$ cat src/rtl/bbv_pkg.sv
// Bernstein basis vector core: shared types, constants and Q1.15 arithmetic.
// No dependencies; used by bbv_cell and bernstein_basis_vector_core.
package bbv_pkg;

    localparam int          MAX_DEGREE_DEF = 15;
    localparam logic [15:0] ONE_Q15        = 16'h8000;
    localparam logic [31:0] ROUND_HALF     = 32'd16384;

    typedef struct packed {
        logic [3:0]  degree;
        logic [15:0] param_u;
    } bbv_request_t;

    typedef struct packed {
        logic [3:0]  coef_index;
        logic [15:0] coef_value;
        logic        last;
    } bbv_result_t;

    // Row control, same for every cell
    typedef struct packed {
        logic load;
        logic raise;
        logic shift;
    } bbv_ctrl_t;

    // a*b in Q1.15, round to nearest, ties up; a, b <= 1.0
    function automatic logic [15:0] mul_q15(input logic [15:0] a, input logic [15:0] b);
        logic [31:0] prod;
        prod = 32'(a) * 32'(b) + ROUND_HALF;
        return prod[30:15];
    endfunction

    function automatic logic [15:0] add_sat(input logic [15:0] a, input logic [15:0] b);
        logic [16:0] sum;
        sum = {1'b0, a} + {1'b0, b};
        return (sum > {1'b0, ONE_Q15}) ? ONE_Q15 : sum[15:0];
    endfunction

endpackage

$ cat src/rtl/bbv_cell.sv
// One coefficient cell of the basis row: degree raise and shift-out.
// Depends on bbv_pkg.
module bbv_cell (
    input  logic              clk,
    input  bbv_pkg::bbv_ctrl_t ctrl,
    input  logic [15:0]       init_value,
    input  logic [15:0]       u,
    input  logic [15:0]       u1,
    input  logic [15:0]       carry_in,
    input  logic [15:0]       shift_in,
    output logic [15:0]       carry_out,
    output logic [15:0]       coef
);

    logic [15:0] coef_reg;
    logic [15:0] coef_next;

    // carry handed to the next cell up: old coefficient times u
    assign carry_out = bbv_pkg::mul_q15(coef_reg, u);
    assign coef      = coef_reg;

    always_comb
    begin
        coef_next = coef_reg;
        if (ctrl.load)
        begin
            coef_next = init_value;
        end
        else if (ctrl.raise)
        begin
            coef_next = bbv_pkg::add_sat(carry_in, bbv_pkg::mul_q15(coef_reg, u1));
        end
        else if (ctrl.shift)
        begin
            coef_next = shift_in;
        end
    end

    always_ff @(posedge clk)
    begin
        coef_reg <= coef_next;
    end

endmodule

$ cat config.mk
export PLATFORM = sky130hd
export DESIGN_NAME = bbv_cell
export DESIGN_NICKNAME = d
export VERILOG_FILES = /design/src/rtl/bbv_pkg.sv /design/src/rtl/bbv_cell.sv
export SDC_FILE = /design/constraint.sdc
export NUM_CORES = 1
export LEC_CHECK = 0
export ABC_AREA = 1
export BUFFER_PORTS_ARGS = -buffer_cell sky130_fd_sc_hd__buf_4
export CORE_ASPECT_RATIO = 1.1
export CORE_MARGIN = 2
export CORE_UTILIZATION = 60
export DETAILED_ROUTE_END_ITERATION = 10
export PLACE_DENSITY = 0.89
export SETUP_SLACK_MARGIN = 0.4
export SLEW_MARGIN = 10
export SYNTH_ARGS = -nofsm -noshare
export SYNTH_HDL_FRONTEND = slang
export SYNTH_SLANG_ARGS = --single-unit
$ cat constraint.sdc
create_clock -name clk -period 12.8 [get_ports clk]
set_input_delay 1.92 -clock clk [delete_from_list [all_inputs] [get_ports clk]]
set_output_delay 1.92 -clock clk [all_outputs]
set_load 0.005 [all_outputs]
[Word level (Yosys, flattened, before mapping)]
Cells that the tools add are included.
Operators by class
  bitwise gates (word level): 0
  eq/ne operators: 0
  add/sub/neg operators: 3
  mux-type cells: 4
  shifts and indexed selects: 0
  magnitude comparators: 1
  multipliers: 2
  reductions and logical operators: 1
  divide/modulo/power cells: 0
Operator list (number)
  16-bit two-way mux: 4
  31-bit by 15-bit adder with 31-bit output, second input constant: 2
  16-bit by 16-bit multiplier with 31-bit output: 2
  16-bit by 16-bit adder with 17-bit output: 1
  17-bit by 16-bit greater-than comparator with 1-bit output, second input constant: 1
  3-bit nonzero test: 1
Storage, ports and cells
  memory bits (writable): 0
  memories: 0
  bits in read-only memories: 0
  output and inout port bits: 32
  bits of input ports: 84
  bits in latches: 0
  bits in registers: 16

[Longest topological paths before layout]
  depth after elaboration: 7
  mapped depth: 42

[Worst setup path before layout]
Ideal clock, no wire load.
  path type: input-to-output
  start point: input u[2]
  end point: output carry_out[15]
  data arrival time: 6.899 ns
  cell stages on the path: 25
  slack: 3.981 ns
  path through: clkbuf_1 > clkbuf_1 > nand2_1 > fa_1 > inv_1 > fa_1 > inv_1 > fa_1 > fa_1 > inv_1 > fa_1 > inv_1 > fa_1 > inv_1 > ha_1 > nand2_1 > nor2_1 > inv_1 > nor3_1 > o21ai_0 > nand2_1 > nand3_1 > nand2_1 > nand2_1 > nand2_1
On the way
  cells in the longest elaborated chain, start to end: 2
Ends and longest elaborated chain
  start, declared: RTL line bbv_cell.sv:7  | input logic [15:0] u,
  16-bit by 16-bit multiplier with 31-bit output: RTL line bbv_pkg.sv:30  | prod = 32'(a) * 32'(b) + ROUND_HALF;
  31-bit by 15-bit adder with 31-bit output: RTL line bbv_pkg.sv:30
  end, declared: RTL line bbv_cell.sv:11  | output logic [15:0] carry_out,
Every way passes these cells.

[Final worst setup path]
  start point: input u[1]
  end point: output carry_out[3]
Same word-level chain as after synthesis.

==> out/qor.csv <==
stage,metric,value,unit
grt,grt_pass1_vias,18820,
sta,tightest_slew,858.7,ps
grt,grt_use_total,0.3148,
min_path,hold_depth,12,
place,place_congestion,0.9688,
place,portBuffers,115,
sta,final_hold_viol_count,0,
floorplanning,start_util,0.6093,
final_layout,multi_input_area,15750,um^2
routing,firstDrtPassIters,7,
routing,route.detailed.drc,0,
worst_setup_path,start_kind,input port,
grt,grt_util_met1,0.4076,
sta,drv_slew,0,
synthesis,netlist_instances,2703,
place,dp_slack,3528,ps
final_layout,area_delta_synth_final,5.844,%
clocking,h-tree-depth,1,
final_layout,utilization,0.6449,
floorplanning,die_height,193.9,um
worst_setup_path,worst_r2r_path_depth,33,
sta,setup_viol_count_final,0,
sta,finalCriticalPeriod,9139,ps
sta,relSlewSlack,0.4275,
synthesis,yosysUniqueCellTypes,40,
synthesis,seq_area_frac_synth,0.02442,
sta,fmax,109.4,MHz
grt,gr-usage-met3,0.04667,
routing,avgViaCountPerCell,5.422,
routing,vias,17090,
final_layout,final_cell_mix,"795 x inv_1, 759 x nand2_1, 387 x fa_1",
synthesis,async_flop_share,0,
sta,final.setup.worst_slack,3661,ps
clocking,clk_latency,250,ps
final_layout,largest_register_ffs,16,
worst_setup_path,r2r_start,coef[4],
floorplanning,pin_count,116,
min_path,hold_path_end,coef[6],
outcome,status,completed,
synthesis,ys_warn_count,0,
worst_setup_path,critPathKind,in2out,
place,hpwlAfterDp,41400,um
worst_setup_path,end_kind,output pin,
synthesis,synth_fp_nets,3405,
min_path,min_from,coef[15],
routing,drt-total-wl,50700,um
final_layout,final_common_cell,inv_1,
grt,top_usage_layer,met2,
sta,fin_tns_setup,0,ps
clocking,cts_buffers,3,
sta,clock_skew,5.334,ps
synthesis,synth_edf_count,16,
final_layout,regArea,480.5,um^2
final_layout,finalNetCount,3426,
worst_setup_path,cp_max_fo,16,
routing,avgRoutedWirePerCell,16.08,um
routing,drt_iter0_drc,1362,
synthesis,avgSynthCellArea,7.279,um^2
clocking,cts.repair.resized,0,
clocking,hold_buffers,0,
sta,rsz0062_at_grt,no,
grt,antenna_found_initial,3,
worst_setup_path,arrival,7220,ps
final_layout,drive_gt1_frac,0.06023,
clocking,root_buffer,clkbuf_16,
grt,grt_overflow_total,0,
grt,grt_max_degree,34,
flow_run,cap_violations,0,
worst_setup_path,worstPathRequired,10880,ps
worst_setup_path,timing.rr.end,coef[15],
min_path,hold_class,reg2reg,
clocking,cts_num_sinks,16,
sta,period_share,0.7140,
grt,use_met2,0.5367,
final_layout,fill_cells,2663,
clocking,clk_pin_slew,50,ps
clocking,cts_tree,done,
floorplanning,num_rows,69,
clocking,cts_setup_buffers,0,
synthesis,synth_area,19670,um^2
clocking,cts.path.max_buffers,2,
synthesis,synth_flop_cell,edfxtp_1,
floorplanning,fp.coreArea,32290,um^2
floorplanning,die_width,176.7,um
grt,grt_pass1_wl,87580,um
routing,drtAntennaViolNets,0,
worst_setup_path,regToRegSetupSlack,4500,ps
synthesis,synth-seq-cells,16,
floorplanning,die_area,34260,um^2
cell usage after synthesis (9+ instances only):
cell      instances  area share
inv_1           795        0.15
nand2_1         759        0.14
fa_1            387        0.39
ha_1            231        0.15
clkbuf_1        113       0.022
nor2_1           91       0.017
a21oi_1          74       0.019
nand3_1          45       0.011
o21ai_0          38      0.0097
xor2_1           24       0.011
edfxtp_1         16       0.024
nand4_1          16      0.0051
a22oi_1          15      0.0057
nand3_2          13      0.0066
a31oi_1          11      0.0035
nand2_2           9      0.0029
nor3_1            9      0.0023
metal layers:
metal / up-vias / wire (um)
li1: 7841 / -
met1: 8186 / 19520
met2: 897 / 24370
met3: 166 / 4925
met4: 0 / 1884
met5: - / 0
how the worst max path moves through the flow:
| stage | from | to | slack [ps] |
|---|---|---|---|
| finish | u[1] | carry_out[3] | 3660 |
| global route | u1[8] | coef[15] | 3210 |
| CTS | u[1] | carry_out[3] | 3700 |
| detailed placement | u1[8] | coef[15] | 3530 |
| global placement | u1[8] | coef[15] | 3570 |
| floorplan | u[2] | carry_out[15] | 3980 |
final cells by class:
type	instances	share of cell area
multi-input combinational	1775	0.7561
inverter	796	0.1435
timing repair buffer	132	0.04759
tap	426	0.02560
sequential	16	0.02307
clock buffer	3	0.003605
antenna	3	0.0003605
clock inverter	1	0.0001803
critical path, cell delays in order:
cell and delay, ps:
buf_4 230, nand2_1 130, fa_1 570, inv_1 60, fa_1 530, inv_1 50, fa_1 500, fa_1 550
inv_1 50, fa_1 470, inv_1 40, fa_1 470, inv_1 40, ha_1 310, a21oi_1 180, inv_1 80
nor2_1 160, o21ai_0 180, o21ai_0 210, nand2_1 110, nand2_1 110, nand2_1 60, nand2_1 50, nand2_1 40
buf_4 130
cells by family after synthesis:
| kind of cell | count (synthesis) | synth area share |
|---|---|---|
| adders and majority gates | 618 | 0.5407 |
| DFF | 16 | 0.02442 |
| xor gates and xnor gates | 32 | 0.01425 |
| and+or+nand+nor | 959 | 0.1967 |
| AOI/OAI and AO/OA | 166 | 0.04865 |
| buffers and inverters | 912 | 0.1753 |
per-stage QoR:
stage / cells / cell area [um^2] / hold WS, ps
after floorplan: 2703 / 19670 / 1398
after global placement: 3145 / 20740 / 1851
after detailed placement: 3145 / 20740 / 1920
after CTS: 3149 / 20820 / 1965
after global routing: 3152 / 20820 / 1985
final: 3152 / 20820 / 1952
Power is left out: the tool's default activity adds up to more than one toggle a clock period on the data nets, which glitch-free logic cannot reach.
